**src/rtl/core/rcb_pkg.sv**
```systemverilog
package rcb_pkg;

   // Channel code width, unsigned fixed point
   localparam int CHANNEL_BITS = 16;
   // Register widths and frame height limit
   localparam int WIDTH_BITS  = 12;
   localparam int HEIGHT_BITS = 13;
   localparam int ROW_BITS    = 12;
   localparam int MAX_HEIGHT  = 4096;
   // Results one request can cause
   localparam int RESULT_SLOTS = 4;

   // Register indexes of the write port
   typedef enum logic [0:0] {
      CSR_IMAGE_WIDTH  = 1'b0,
      CSR_IMAGE_HEIGHT = 1'b1
   } csr_index_type;

   typedef struct packed {
      logic [CHANNEL_BITS-1:0] red_in;
      logic [CHANNEL_BITS-1:0] green_in;
      logic [CHANNEL_BITS-1:0] blue_in;
   } req_payload_type;

   typedef struct packed {
      logic [CHANNEL_BITS-1:0] red_out;
      logic [CHANNEL_BITS-1:0] green_out;
      logic [CHANNEL_BITS-1:0] blue_out;
      logic                    last_of_run;
      logic                    frame_done;
   } rsp_payload_type;

   typedef struct packed {
      logic [CHANNEL_BITS-1:0] red;
      logic [CHANNEL_BITS-1:0] green;
      logic [CHANNEL_BITS-1:0] blue;
   } pixel_type;

   // Position of a request within the frame
   typedef struct packed {
      logic r_ge1;
      logic r_ge2;
      logic c_ge1;
      logic c_ge2;
      logic row_end;
      logic last_row;
   } flags_type;

   // Taps presented to the kernel
   typedef struct packed {
      flags_type       flags;
      pixel_type       p;
      pixel_type       mid;
      pixel_type       up;
      pixel_type [4:0] win;
   } taps_type;

   // Up to four results of one request, in output order
   typedef struct packed {
      logic [RESULT_SLOTS-1:0] mask;
      pixel_type [RESULT_SLOTS-1:0] pix;
   } bundle_type;

endpackage

```
**src/rtl/core/rcb_kernel.sv**
```systemverilog
module rcb_kernel (
   input  rcb_pkg::taps_type   taps,
   output rcb_pkg::bundle_type bundle
);

   localparam int CB = rcb_pkg::CHANNEL_BITS;

   // (u + d + l + r + 4c) / 8, truncated
   function automatic logic [CB-1:0] blur_ch(input logic [CB-1:0] u, input logic [CB-1:0] d,
                                             input logic [CB-1:0] l, input logic [CB-1:0] r,
                                             input logic [CB-1:0] c);
      logic [CB+2:0] s;
      s = {3'b000, u} + {3'b000, d} + {3'b000, l} + {3'b000, r} + {1'b0, c, 2'b00};
      return s[CB+2:3];
   endfunction

   function automatic rcb_pkg::pixel_type blur_px(input rcb_pkg::pixel_type u,
                                                  input rcb_pkg::pixel_type d,
                                                  input rcb_pkg::pixel_type l,
                                                  input rcb_pkg::pixel_type r,
                                                  input rcb_pkg::pixel_type c);
      rcb_pkg::pixel_type o;
      o.red   = blur_ch(u.red,   d.red,   l.red,   r.red,   c.red);
      o.green = blur_ch(u.green, d.green, l.green, r.green, c.green);
      o.blue  = blur_ch(u.blue,  d.blue,  l.blue,  r.blue,  c.blue);
      return o;
   endfunction

   rcb_pkg::flags_type f;
   rcb_pkg::pixel_type lf0, lf1, lf2, lf3;

   assign f = taps.flags;

   // Clamp the left tap at the start of a row
   assign lf0 = f.c_ge2 ? taps.win[1] : taps.win[2];
   assign lf1 = f.c_ge1 ? taps.win[2] : taps.mid;
   assign lf2 = f.c_ge2 ? taps.win[3] : taps.win[4];
   assign lf3 = f.c_ge1 ? taps.win[4] : taps.p;

   // Row above: pixel behind, then row end flush
   assign bundle.pix[0] = blur_px(taps.win[0], taps.win[4], lf0, taps.mid, taps.win[2]);
   assign bundle.pix[1] = blur_px(taps.up, taps.p, lf1, taps.mid, taps.mid);
   // Last row: pixel behind, then frame end flush
   assign bundle.pix[2] = blur_px(taps.win[2], taps.win[4], lf2, taps.p, taps.win[4]);
   assign bundle.pix[3] = blur_px(taps.mid, taps.p, lf3, taps.p, taps.p);

   assign bundle.mask = {f.last_row & f.row_end, f.last_row & f.c_ge1,
                         f.r_ge1 & f.row_end, f.r_ge1 & f.c_ge1};

endmodule

```
**config.mk**
```make
export PLATFORM = sky130hd
export DESIGN_NAME = rcb_kernel
export DESIGN_NICKNAME = d
export VERILOG_FILES = /design/src/rtl/core/rcb_pkg.sv /design/src/rtl/core/rcb_kernel.sv
export SDC_FILE = /design/constraint.sdc
export NUM_CORES = 1
export LEC_CHECK = 0
export BUFFER_PORTS_ARGS = -buffer_cell sky130_fd_sc_hd__buf_2
export CAP_MARGIN = 25
export CORE_ASPECT_RATIO = 1.5
export CORE_MARGIN = 5
export CORE_UTILIZATION = 25
export DETAILED_ROUTE_END_ITERATION = 10
export PLACE_DENSITY = 0.45
export SYNTH_ARGS = -nofsm -noshare
export SYNTH_HDL_FRONTEND = slang
export SYNTH_SLANG_ARGS = --single-unit
```
**constraint.sdc**
```tcl
create_clock -name vclk -period 16
set_input_delay 1.6 -clock vclk [all_inputs]
set_output_delay 1.6 -clock vclk [all_outputs]
set_load 0.05 [all_outputs]
```
==> impl_metrics.env <==
export IMPL_cp_arrival_ps=6770
export IMPL_max_slew_margin_rel_pct=40.7
export IMPL_worst_path_largest_cell_delay_ps=810
export IMPL_hold_slack_ps=3620
export IMPL_setup_tns_ps=0
export IMPL_cts_setup_buffers=0
export IMPL_cp_slowest_cell="a311oi_1"
export IMPL_top_layer="met5"
export IMPL_rows=141
export IMPL_path_buf_inv=4
export IMPL_syn_mean_instance_area_sq_um=8.34
export IMPL_syn_nets=4084
export IMPL_vias_per_cell=4.42
export IMPL_crit_required_ps=14400
export IMPL_drt_initial_drc_count=766
export IMPL_drive_gt1_share_pct=17.5
export IMPL_yosysWarnings=0
export IMPL_core_sq_um=98600
export IMPL_yosysSeqAreaShare_pct=0
export IMPL_die_w_um=267
export IMPL_grt_max_degree=48
export IMPL_rsz0062_at_grt="false"
export IMPL_fill_cells=10900
export IMPL_crit_path_cell_trace="buf_6 -> buf_4 -> mux2i_1 -> fa_1 -> inv_1 -> fa_1 -> and3_1 -> fa_1 -> a21o_1 -> a21oi_1 -> o21ai_0 -> a311oi_1 -> nor3_1 -> or3_1 -> buf_2"
export IMPL_first_global_vias=23100
export IMPL_hpwlAfterDp_um=88700
export IMPL_wl_met2_um=50300
export IMPL_start_kind="primary input"
export IMPL_ant_nets=0
export IMPL_nets=4640
export IMPL_grt_antenna_before_repair=39
export IMPL_status="completed"
export IMPL_max_freq_mhz=120
export IMPL_cts_resized=0
export IMPL_drt_pass1_iter_count=7
export IMPL_tightest_slew_ps=889
export IMPL_portBuffers=585
export IMPL_period_needed_ps=8370
export IMPL_crit_type="primary input to output pin"
export IMPL_overflow=0
export IMPL_synth_distinct_cells=68
export IMPL_drv_slew=0
export IMPL_wl_met1_um=33900
export IMPL_vias=21400
export IMPL_fp_dieArea_sq_um=106000
export IMPL_layout_common_cells="inv_1 (1046), buf_2 (583), fa_1 (504), ha_1 (216), mux2i_1 (152)"
export IMPL_maxCapViolations=0
export IMPL_worst_path_stages=15
export IMPL_worstPathMaxFanout=40
export IMPL_drc_errors=0
export IMPL_gp_congestion=0.923
export IMPL_min_path_cells=3
export IMPL_finalSetupViolations=0
export IMPL_grt_pass1_wl_um=141000
export IMPL_start_util_pct=25.2
export IMPL_seq_cell_count=0
export IMPL_fp_dieH_um=396
export IMPL_synthCells=2974
export IMPL_layout_commonest_cell="inv_1"
export IMPL_hold_viol=0
export IMPL_routed_wl_um=94800
export IMPL_io_pins=586
export IMPL_end_kind="output pin"
export IMPL_fin_crit_sh_pct=52.3
export IMPL_ff_latch_area_sq_um=0
export IMPL_yosysTopAreaCellShare_pct=40.7
export IMPL_synth_top_area_cell="fa_1"
export IMPL_cp_top_family="compound AO/OA/AOI/OAI gates"
export IMPL_min_path_type="primary input to output pin"
export IMPL_clkbuf_count=0
export IMPL_mappedNetlistArea_sq_um=24800
export IMPL_path_common_cell="fa_1"
export IMPL_avgRoutedWirePerCell_um=19.6
export IMPL_grt_use_total_pct=17.5
export IMPL_synth_area_leaders="fa_1 (41%), inv_1 (16%), ha_1 (11%)"
export IMPL_post_route_util_pct=29.7
export IMPL_cts_hold_buf=0
export IMPL_area_growth_pct=18.1
export IMPL_dr_wl_met3_um=6750
## Yosys cell counts, types with 32 or more instances
cell type and count:
fa_1 504, nand2_1 103, o21ai_0 117, nor2_1 80
xor2_1 57, a21o_1 71, inv_1 1046, nand3_1 32
xnor2_1 103, mux2i_1 152, ha_1 216, a21oi_1 124
## final timing paths
kind / from / endpoint / slack (ps)
setup / recovery: taps[386] / bundle[47] / 7630
hold / removal: taps[385] / bundle[193] / 3620
## worst min-delay path, stage by stage
cell and delay [ps]:
buf_2 100, and2_1 120, buf_2 200
## stage by stage
stage | instances | setup slack [ps] | area [sq um]
detailed placement | 4815 | 7620 | 29300
global route | 4816 | 7260 | 29300
global placement | 4814 | 7610 | 29300
CTS | 4815 | 7610 | 29300
floorplan | 2974 | 7350 | 24800
finish | 4837 | 7630 | 29300
## cell type report
| type | instances | area, sq um | share of cell area [%] |
|---|---|---|---|
| diodes | 22 | 55.1 | 0.188 |
| repair buffers | 592 | 2990 | 10.2 |
| inverters | 1046 | 3930 | 13.4 |
| well taps | 1287 | 1610 | 5.49 |
| multi-input cells | 1890 | 20700 | 70.7 |
## kinds of logic after synthesis
kind of cell,count (synthesis),synth area share (%)
mux,157,6.37
xor+xnor,160,5.65
fa+ha+maj,720,51.6
simple gates,380,7.72
buf+inv,1084,16.4
compound gates,473,12.3
## routing by layer
metal	vias up	GRT usage [%]
li1	10200	-
met1	10500	18.8
met4	36	4.95
met5	-	0
met3	130	3.96
met2	565	33.7
Power is not shown: default switching activity piles up to over one toggle a cycle in this logic, so the estimate is an artifact.
