$ cat config.mk
export PLATFORM = sky130hd
export DESIGN_NAME = rcb_result_queue
export DESIGN_NICKNAME = d
export VERILOG_FILES = /design/src/rtl/core/rcb_pkg.sv /design/src/rtl/core/rcb_result_queue.sv
export SDC_FILE = /design/constraint.sdc
export NUM_CORES = 1
export LEC_CHECK = 0
export BUFFER_PORTS_ARGS = -buffer_cell sky130_fd_sc_hd__buf_2
export CAP_MARGIN = 10
export CORE_ASPECT_RATIO = 1.25
export CORE_MARGIN = 3
export CORE_UTILIZATION = 30
export DETAILED_ROUTE_END_ITERATION = 8
export PLACE_DENSITY = 0.5
export SYNTH_ARGS = -nofsm -noshare
export SYNTH_HDL_FRONTEND = slang
export SYNTH_SLANG_ARGS = --single-unit
$ cat constraint.sdc
create_clock -name clock -period 1.4 [get_ports clock]
set_input_delay 0.07 -clock clock [delete_from_list [all_inputs] [get_ports clock]]
set_output_delay 0.07 -clock clock [all_outputs]
set_load 0.05 [all_outputs]
$ cat src/rtl/core/rcb_pkg.sv
package rcb_pkg;

   // Channel code width, unsigned fixed point
   localparam int CHANNEL_BITS = 16;
   // Register widths and frame height limit
   localparam int WIDTH_BITS  = 12;
   localparam int HEIGHT_BITS = 13;
   localparam int ROW_BITS    = 12;
   localparam int MAX_HEIGHT  = 4096;
   // Results one request can cause
   localparam int RESULT_SLOTS = 4;

   // Register indexes of the write port
   typedef enum logic [0:0] {
      CSR_IMAGE_WIDTH  = 1'b0,
      CSR_IMAGE_HEIGHT = 1'b1
   } csr_index_type;

   typedef struct packed {
      logic [CHANNEL_BITS-1:0] red_in;
      logic [CHANNEL_BITS-1:0] green_in;
      logic [CHANNEL_BITS-1:0] blue_in;
   } req_payload_type;

   typedef struct packed {
      logic [CHANNEL_BITS-1:0] red_out;
      logic [CHANNEL_BITS-1:0] green_out;
      logic [CHANNEL_BITS-1:0] blue_out;
      logic                    last_of_run;
      logic                    frame_done;
   } rsp_payload_type;

   typedef struct packed {
      logic [CHANNEL_BITS-1:0] red;
      logic [CHANNEL_BITS-1:0] green;
      logic [CHANNEL_BITS-1:0] blue;
   } pixel_type;

   // Position of a request within the frame
   typedef struct packed {
      logic r_ge1;
      logic r_ge2;
      logic c_ge1;
      logic c_ge2;
      logic row_end;
      logic last_row;
   } flags_type;

   // Taps presented to the kernel
   typedef struct packed {
      flags_type       flags;
      pixel_type       p;
      pixel_type       mid;
      pixel_type       up;
      pixel_type [4:0] win;
   } taps_type;

   // Up to four results of one request, in output order
   typedef struct packed {
      logic [RESULT_SLOTS-1:0] mask;
      pixel_type [RESULT_SLOTS-1:0] pix;
   } bundle_type;

endpackage

$ cat src/rtl/core/rcb_result_queue.sv
module rcb_result_queue (
   input  logic                     clock,
   input  logic                     reset,
   input  logic                     load,
   input  rcb_pkg::bundle_type      bundle,
   output logic                     free,
   output logic                     rsp_valid,
   input  logic                     rsp_ready,
   output rcb_pkg::rsp_payload_type rsp_data
);

   localparam int NS = rcb_pkg::RESULT_SLOTS;
   localparam int SW = $clog2(NS);

   logic [NS-1:0]                 mask_ff, mask_in;
   rcb_pkg::pixel_type [NS-1:0]   pix_ff;
   logic [SW-1:0]                 sel;
   logic [NS-1:0]                 remain;
   logic                          pop;

   // Pick the earliest pending slot
   always_comb begin
      sel = '0;
      for (int i = NS - 1; i >= 0; i--) begin
         if (mask_ff[i]) begin
            sel = SW'(i);
         end
      end
   end

   assign remain    = mask_ff & ~(NS'(1) << sel);
   assign rsp_valid = |mask_ff;
   assign pop       = rsp_valid & rsp_ready;
   assign free      = (mask_ff == '0) | ((remain == '0) & rsp_ready);

   assign rsp_data.red_out     = pix_ff[sel].red;
   assign rsp_data.green_out   = pix_ff[sel].green;
   assign rsp_data.blue_out    = pix_ff[sel].blue;
   assign rsp_data.last_of_run = (remain == '0);
   assign rsp_data.frame_done  = (sel == SW'(NS - 1));

   // Load a new bundle or drop the slot just taken
   always_comb begin
      mask_in = mask_ff;
      if (load) begin
         mask_in = bundle.mask;
      end else if (pop) begin
         mask_in = remain;
      end
   end

   always_ff @(posedge clock) begin
      if (reset) begin
         mask_ff <= '0;
      end else begin
         mask_ff <= mask_in;
      end
   end

   always_ff @(posedge clock) begin
      if (load) begin
         pix_ff <= bundle.pix;
      end
   end

endmodule
==> reports/qor.csv, run 1 <==
metric,value,unit
outcome,finished with violations,
violated checks,negative setup slack,
final cycle utilization of the critical path,1.34,
synthesized netlist cell count,449,
flop2flop setup slack,0.05,ns
port bufs,251,
CTS Sinks,196,
# Max-Cap Violations,0,
CTS tree,done,
max-slew violation total from the final report,0,
Critical R2R Launch,mask_ff[2],
cell row count,64,
Final Hold Fails,0,
Synth Area per Inst,16.8,um^2
Max Fanout on Critical Path,17,
Hold Startpoint,rsp_ready,
slew margin rel.,0.723,
maximum vdd drop,0.000828,V
Routed WL,22.4,mm
Starting Density,0.306,
"Net Count, Synth",649,
Final Hold Slack,0.103,ns
initial antenna violation count,0,
Leak Pwr,0.00516,uW
I/O Pins,252,
Syn. warnings,0,
Mapped Area,7520,um^2
first-pass GRT wire length,34.2,mm
Root Driver,clkbuf_16,
drt first pass iters,4,
Hold Path Depth,4,
total gr overflow,0,
H-tree lvl count,4,
Setup crit start kind,flop,
die area,27000,um^2
Least-Margin Pin Slew,0.411,ns
via count,5833,
"most common cell after layout, fill and taps aside",dlygate4sd3_1,
placed wire-length estimate,14.0,mm
Die Height,183,um
library cells used by synthesis,25,
antenna cells,0,
Setup Skew,0.00529,ns
Register-to-Register Path Depth,4,
Avg WL per Cell,17.6,um
Crit. End Element,output pin,
Hold Crit Class,in2reg,
Hold Crit Endpoint,mask_ff[1],
drc violations,0,
fmax,534,MHz
"Clk Latency, worst-skew pair",0.43,ns
setup TNS,-22.59,ns
Antenna Nets Post-Route,0,
capturing point of the worst reg2reg path,mask_ff[3],
"Arr. time, crit path",1.80,ns
core area,24600,um^2
setup ws final,-0.472,ns
post-placement setup slack,-0.155,ns
Final Net Count,1129,
initial drt markers,225,
PwrDens,1170,nW/um^2
critical path class,reg2out,
"commonest non-fill, non-tap cells in the layout","dlygate4sd3_1, buf_2, edfxtp_1",
register area share after synthesis,0.777,
RSZ-0062 raised after global routing,yes,
mean number of vias per cell,4.59,
final setup vio count,52,
largest net degree at the start of global routing,25,
cts bufs inserted,17,
fillers,2031,
critical path required time,1.33,ns
GPL Wtd Cong,0.748,
P&R area growth vs syn,67.0,%
share of cells above drive strength 1,0.380,
Seq cells post-synth,196,
post-layout min period,1.87,ns
Max Buffers Root-to-Sink,2,
gr usage total,0.164,
DIE WIDTH,148,um
vias in the first global route,6400,
clock-pin slew on the worst setup and hold paths,0.07,ns
## where the power goes
group	internal, uW	switching, uW
logic	1520	1650
registers	6950	136
clock network	2250	2160
## area by class of cell
class,instances,area [um^2],area share
clock buffer,18,429,0.0342
clock inverter,14,90.1,0.00717
inverter,51,191,0.0152
multi-input combinational,168,1370,0.109
sequential,196,5860,0.466
tap,330,413,0.0329
timing repair buffer,495,4210,0.335
## sequential cells by signal (all words and copies together) (netlist names)
signal / cells
pix_ff: 192
mask_ff: 4
## synth_stat cells (all sizes together)
cell type    n  share of area
a211o        1         0.0012
a21oi       52          0.035
a221o       48          0.064
a22o        48          0.056
buf         20          0.018
clkbuf      14         0.0070
dfxtp        4          0.011
edfxtp     192           0.77
inv         51          0.025
maj3         2         0.0027
nand2        3         0.0015
nand2b       2         0.0017
nor2         2         0.0010
nor2b        1         0.0018
nor3         1        0.00066
nor3b        1         0.0010
o211ai       1         0.0010
o21ai        1        0.00066
o311ai       2         0.0023
o31ai        1         0.0010
or2          1        0.00083
or3          1        0.00083
## kinds of logic after synthesis
kind of cell / Yosys count / synth area share
DFF: 196 / 0.777
AOI/OAI and AO/OA: 154 / 0.160
buffers and inverters: 85 / 0.0507
and+or+nand+nor: 12 / 0.00931
adders and majority gates: 2 / 0.00266
## through the flow
stage | util | instances | total power [uW] | instance area [um^2]
finish | 0.511 | 1272 | 14700 | 12600
global route | 0.511 | 1272 | 15200 | 12600
CTS | 0.509 | 1271 | 14800 | 12500
detailed placement | 0.389 | 1034 | 9540 | 9570
global placement | 0.389 | 1034 | 9500 | 9570
floorplan | - | 449 | 8590 | 7590
## per-layer routing
layer	up-vias	track usage	share of wire
li1	2759	-	-
met1	2811	0.196	0.40
met2	226	0.280	0.51
met3	37	0.0502	0.063
met4	0	0.0604	0.021
met5	-	0	0
## worst max path at each step
stage,to,start
2_1_floorplan,free,mask_ff[2]
6_report,rsp_data[32],mask_ff[3]
4_1_cts,rsp_data[30],mask_ff[3]
3_3_place_gp,rsp_data[47],mask_ff[2]
3_5_place_dp,rsp_data[47],mask_ff[2]
5_1_grt,rsp_data[32],mask_ff[3]
## repair_timing
| action | 4_1_cts | 5_1_grt |
|---|---|---|
| endpoints found under the hold margin | 206 | 0 |
| setup endpoints to repair | 52 | 52 |
| resized for setup | 102 | 6 |
| setup buffers | 3 | 0 |
| pin swaps | 4 | 4 |
| gates cloned | 3 | 1 |
| hold buffers | 199 | 0 |
## worst max-delay path: stages, from the launching register on
cell and delay, ns:
dfxtp_4 0.36, nor2b_4 0.15, buf_12 0.15, a221o_1 0.32, a22o_2 0.22, buf_6 0.15
No activity file was read; power rests on OpenSTA's default activity.
==> run 2, diff against run 1 <==
Settings changed: MAX_ROUTING_LAYER from default to met4.
==> run 2 against run 1 <==
  * Sequential share of layout area is the same
  * Routed wire length shrank 0.46%
  * Design area is the same
  * The run still ends with negative setup slack left
  * Combinational power is essentially flat
  * Cell count is the same
  * Sequential cell count is the same
  * Die area is the same
  * First-iteration DRC count shrank 1.8%
==> reports/qor.csv, run 2 (synthesis results as in run 1) <==
metric,value,unit,change
outcome,finished with violations,,
violated checks,negative setup slack,,
"delay-heaviest family, CP",compound AO/OA/AOI/OAI gates,,
"commonest non-fill, non-tap cells in the layout","dlygate4sd3_1, buf_2, edfxtp_1",,
port bufs,251,,unchanged
Least-Margin Pin Slew,0.398,ns,-0.0130 ns
Max Buffers Root-to-Sink,2,,unchanged
final cycle utilization of the critical path,1.34,,about the same
initial drt markers,221,,-1.8%
I/O Pins,252,,unchanged
critical path class,reg2out,,
gr usage total,0.168,,+0.00435
RSZ-0062 raised after global routing,yes,,
initial antenna violation count,0,,unchanged
setup ws final,-0.470,ns,+0.00162 ns
Crit. End Element,output pin,,
cts bufs inserted,17,,unchanged
max-slew violation total from the final report,0,,unchanged
part of the power in registers,0.483,,about the same
drc violations,0,,unchanged
final setup vio count,52,,unchanged
fillers,2031,,unchanged
CTS Sinks,196,,unchanged
switch share,0.268,,-0.000891
total gr overflow,0,,unchanged
Top Registers,"pix_ff: 192 flops, mask_ff: 4 flops",,
Final Hold Fails,0,,unchanged
"Most flops, register",pix_ff,,
placed wire-length estimate,14.0,mm,unchanged
Routed WL,22.3,mm,-0.46%
mean number of vias per cell,4.57,,-0.26%
PwrDens,1170,nW/um^2,-0.11%
core area,24600,um^2,unchanged
antenna cells,0,,unchanged
Die Height,183,um,unchanged
DIE WIDTH,148,um,unchanged
GPL Wtd Cong,0.760,,+1.6%
Setup crit start kind,flop,,
"Clk Latency, worst-skew pair",0.42,ns,about the same
Internal Power,10700,uW,about the same
area post-placement,9570,um^2,unchanged
"most common cell after layout, fill and taps aside",dlygate4sd3_1,,
Final Net Count,1129,,unchanged
Leak Pwr,0.00516,uW,unchanged
P&R area growth vs syn,67.0,%,unchanged
Final Hold Slack,0.105,ns,+0.00145 ns
critical path required time,1.33,ns,about the same
Max Fanout on Critical Path,17,,unchanged
largest net degree at the start of global routing,25,,unchanged
"Arr. time, crit path",1.80,ns,about the same
drt first pass iters,6,,+2
combinational share of power,0.216,,about the same
maximum vdd drop,0.000815,V,-1.5%
post-layout min period,1.87,ns,-0.00161 ns
CP bufs+invs,2,,unchanged
Setup Skew,0.000875,ns,-0.00441 ns
fmax,535,MHz,about the same
H-tree lvl count,4,,unchanged
Avg WL per Cell,17.5,um,-0.46%
Clk pwr share,0.300,,about the same
max FFs per register,192,,unchanged
CTS tree,done,,
clock-pin slew on the worst setup and hold paths,0.07,ns,about the same
Starting Density,0.306,,unchanged
Max stage delay on crit path,0.36,ns,about the same
cell area after layout,12600,um^2,unchanged
"slowest stage cell, crit path",dfxtp_4,,
Antenna Nets Post-Route,0,,unchanged
# Max-Cap Violations,0,,unchanged
first-pass GRT wire length,34.1,mm,-0.14%
P_sw,3920,uW,-0.44%
slew margin rel.,0.731,,+0.00878
Hold Crit Class,in2reg,,
via count,5818,,-0.26%
vias in the first global route,6404,,+0.063%
critical-path cell list,nor2b_4 -> buf_12 -> a221o_1 -> a22o_2 -> buf_6,,
share of cells above drive strength 1,0.380,,unchanged
Root Driver,clkbuf_16,,
die area,27000,um^2,unchanged
cell row count,64,,unchanged
run 2: what timing repair did:
item,4_1_cts,5_1_grt
hold buffers,199,0
endpoints found under the setup margin,52,52
pin swaps,4,4
buffers inserted,3,0
resized for setup,102,6
gates cloned,3,1
endpoints found under the hold margin,206,0
run 2: final timing paths:
kind	from	end	slack, ns	cells past startpoint
max	mask_ff[3]	rsp_data[32]	-0.47	5
min reg2reg	mask_ff[1]	mask_ff[1]	0.72	3
max reg2reg	mask_ff[2]	mask_ff[3]	0.06	4
min	rsp_ready	mask_ff[1]	0.10	4
run 2: tightest hold or removal path, cell delays in order:
cell,delay (ns)
buf_2,0.10
inv_1,0.07
o211ai_1,0.16
a21oi_1,0.08
run 2: final cells by class:
class / count / area, um^2 / share of cell area
clock inverter: 14 / 90.1 / 0.00717
timing repair buffer: 495 / 4210 / 0.335
sequential: 196 / 5860 / 0.466
clock buffer: 18 / 429 / 0.0342
tap: 330 / 413 / 0.0329
multi-input combinational: 168 / 1370 / 0.109
inverter: 51 / 191 / 0.0152
run 2: power groups by stage:
stage / clock, uW / combinational [uW] / sequential (uW)
floorplan: 0 / 1430 / 7170
global placement: 0 / 2310 / 7190
detailed placement: 0 / 2330 / 7210
CTS: 4570 / 3150 / 7080
global route: 4750 / 3350 / 7120
finish: 4400 / 3170 / 7080
run 2: metrics by stage:
stage / cells / power (uW) / utilization / setup WS, ns / TNS (ns)
floorplan: 449 / 8590 / - / -0.0867 / -0.158
global placement: 1034 / 9500 / 0.389 / -0.111 / -4.13
detailed placement: 1034 / 9540 / 0.389 / -0.155 / -5.38
CTS: 1271 / 14800 / 0.509 / -0.491 / -24.27
global route: 1272 / 15200 / 0.511 / -0.536 / -26.18
finish: 1272 / 14600 / 0.511 / -0.470 / -22.40
run 2: metal layers:
metal,share of wire,global-route usage
met1,0.41,0.199
met4,0.022,0.0671
met5,0,-
met2,0.51,0.280
met3,0.051,0.0381
==> run 3, diff against run 2 <==
Settings changed: SKIP_LAST_GASP from default to 1.
==> run 3 against run 2 <==
  * The flow still finishes with violations (negative setup slack)
  * Sequential power about the same
  * Core utilization is the same
  * Critical path depth stayed put
  * Cell count stayed put
  * Non-clock buffer count unchanged
  * Sequential cell count unchanged
  * Largest cell class unchanged
==> reports/qor.csv, run 3 (synthesis results as in run 1) <==
metric,value,unit,change
Final Hold Slack,0.105,ns,unchanged
flop2flop setup slack,0.06,ns,about the same
GPL Wtd Cong,0.760,,unchanged
combinational share of power,0.216,,about the same
final setup vio count,52,,unchanged
drt first pass iters,6,,unchanged
first-pass GRT wire length,34.1,mm,unchanged
post-layout min period,1.87,ns,+0.000234 ns
maximum vdd drop,0.000815,V,about the same
max-slew violation total from the final report,0,,unchanged
initial antenna violation count,0,,unchanged
H-tree lvl count,4,,unchanged
Routed WL,22.3,mm,about the same
"commonest non-fill, non-tap cells in the layout","dlygate4sd3_1, buf_2, edfxtp_1",,
Setup Skew,0.000875,ns,unchanged
Setup crit start kind,flop,,
Crit. Startpoint,mask_ff[3],,
switch share,0.268,,about the same
Max stage delay on crit path,0.36,ns,about the same
Antenna Nets Post-Route,0,,unchanged
Avg WL per Cell,17.5,um,about the same
mean number of vias per cell,4.57,,unchanged
Die Height,183,um,unchanged
Hold Crit Class,in2reg,,
largest net degree at the start of global routing,25,,unchanged
worst setup path endpoint,rsp_data[32],,
total gr overflow,0,,unchanged
Root Driver,clkbuf_16,,
capturing point of the worst reg2reg path,mask_ff[3],,
gr usage total,0.168,,unchanged
Finished Core Util,0.511,,unchanged
Starting Density,0.306,,unchanged
CTS Sinks,196,,unchanged
share of cells above drive strength 1,0.380,,unchanged
drc violations,0,,unchanged
Least-Margin Pin Slew,0.398,ns,unchanged
Final Hold Fails,0,,unchanged
fmax,535,MHz,about the same
"Clk Latency, worst-skew pair",0.42,ns,about the same
RSZ-0062 raised after global routing,yes,,
Internal Power,10700,uW,about the same
Crit. End Element,output pin,,
cts bufs inserted,17,,unchanged
critical path class,reg2out,,
Max Fanout on Critical Path,17,,unchanged
die area,27000,um^2,unchanged
outcome,finished with violations,,
critical path required time,1.33,ns,about the same
violated checks,negative setup slack,,
Clk pwr share,0.300,,about the same
CTS tree,done,,
"delay-heaviest family, CP",compound AO/OA/AOI/OAI gates,,
Top Registers,"pix_ff: 192 flops, mask_ff: 4 flops",,
port bufs,251,,unchanged
P_sw,3920,uW,about the same
I/O Pins,252,,unchanged
Max Buffers Root-to-Sink,2,,unchanged
# Max-Cap Violations,0,,unchanged
clock-pin slew on the worst setup and hold paths,0.07,ns,about the same
DIE WIDTH,148,um,unchanged
critical-path cell list,nor2b_4 -> buf_12 -> a221o_1 -> a22o_2 -> buf_6,,
"most common cell after layout, fill and taps aside",dlygate4sd3_1,,
antenna cells,0,,unchanged
setup TNS,-22.42,ns,-0.0248 ns
"Most flops, register",pix_ff,,
P&R area growth vs syn,67.0,%,unchanged
PwrDens,1170,nW/um^2,about the same
Final Net Count,1129,,unchanged
Critical R2R Launch,mask_ff[2],,
placed wire-length estimate,14.0,mm,unchanged
CP bufs+invs,2,,unchanged
Register-to-Register Path Depth,4,,unchanged
slew margin rel.,0.731,,unchanged
"slowest stage cell, crit path",dfxtp_4,,
part of the power in registers,0.483,,about the same
vias in the first global route,6404,,unchanged
via count,5818,,unchanged
"Arr. time, crit path",1.80,ns,about the same
initial drt markers,221,,unchanged
Leak Pwr,0.00516,uW,about the same
max FFs per register,192,,unchanged
setup ws final,-0.470,ns,-0.000234 ns
core area,24600,um^2,unchanged
WP depth,5,,unchanged
final cycle utilization of the critical path,1.34,,about the same
cell row count,64,,unchanged
[run 3: changes by cell type in the layout (fill, tap and decap cells not counted), sizes merged]
| cell | change |
|---|---|
| clkbuf | +1 |
| buf | -1 |
[run 3: how the worst min path moves through the flow]
stage	from	end	slack, ns	cells past startpoint
global placement	bundle[10]	pix_ff[10]	0.25	1
CTS	rsp_ready	mask_ff[1]	0.05	4
floorplan	reset	mask_ff[3]	0.13	1
detailed placement	bundle[180]	pix_ff[180]	0.25	1
global route	rsp_ready	mask_ff[1]	0.12	4
finish	rsp_ready	mask_ff[1]	0.10	4
[run 3: layout make-up]
class / instances / area [um^2]
clock inverter: 14 / 90.1
sequential: 196 / 5860
clock buffer: 18 / 429
timing repair buffer: 495 / 4210
tap: 330 / 413
inverter: 51 / 191
multi-input combinational: 168 / 1370
fill: 2031 / 12000
[run 3: metal layers]
layer	vias to the layer above	wire, um	share of wire	global-route usage
li1	2758	-	-	-
met1	2820	9220	0.41	0.199
met2	211	11500	0.51	0.280
met3	29	1140	0.051	0.0381
met4	0	481	0.022	0.0671
met5	-	0	0	-
[run 3: power groups by stage]
| stage | logic (uW) | registers (uW) | clock network, uW |
|---|---|---|---|
| global placement | 2310 | 7190 | 0 |
| floorplan | 1430 | 7170 | 0 |
| CTS | 3150 | 7080 | 4570 |
| detailed placement | 2330 | 7210 | 0 |
| global route | 3350 | 7120 | 4750 |
| finish | 3170 | 7080 | 4400 |
[run 3: worst min-delay path: stages]
cell      delay (ns)
buf_2           0.10
inv_1           0.07
o211ai_1        0.16
a21oi_1         0.08
[run 3: timing repair]
item	4_1_cts	5_1_grt
hold buffers	199	0
gates cloned	3	1
endpoints found under the setup margin	52	52
endpoints found under the hold margin	206	0
setup buffers	3	0
pin swaps	4	4
resized for setup	102	5
[run 3: per-stage QoR]
| step | setup WS, ns | power (uW) | cells | instance area [um^2] |
|---|---|---|---|---|
| final | -0.470 | 14600 | 1272 | 12600 |
| after global routing | -0.536 | 15200 | 1272 | 12600 |
| after CTS | -0.491 | 14800 | 1271 | 12500 |
| after detailed placement | -0.155 | 9540 | 1034 | 9570 |
| after global placement | -0.111 | 9500 | 1034 | 9570 |
| after floorplan | -0.0867 | 8590 | 449 | 7590 |
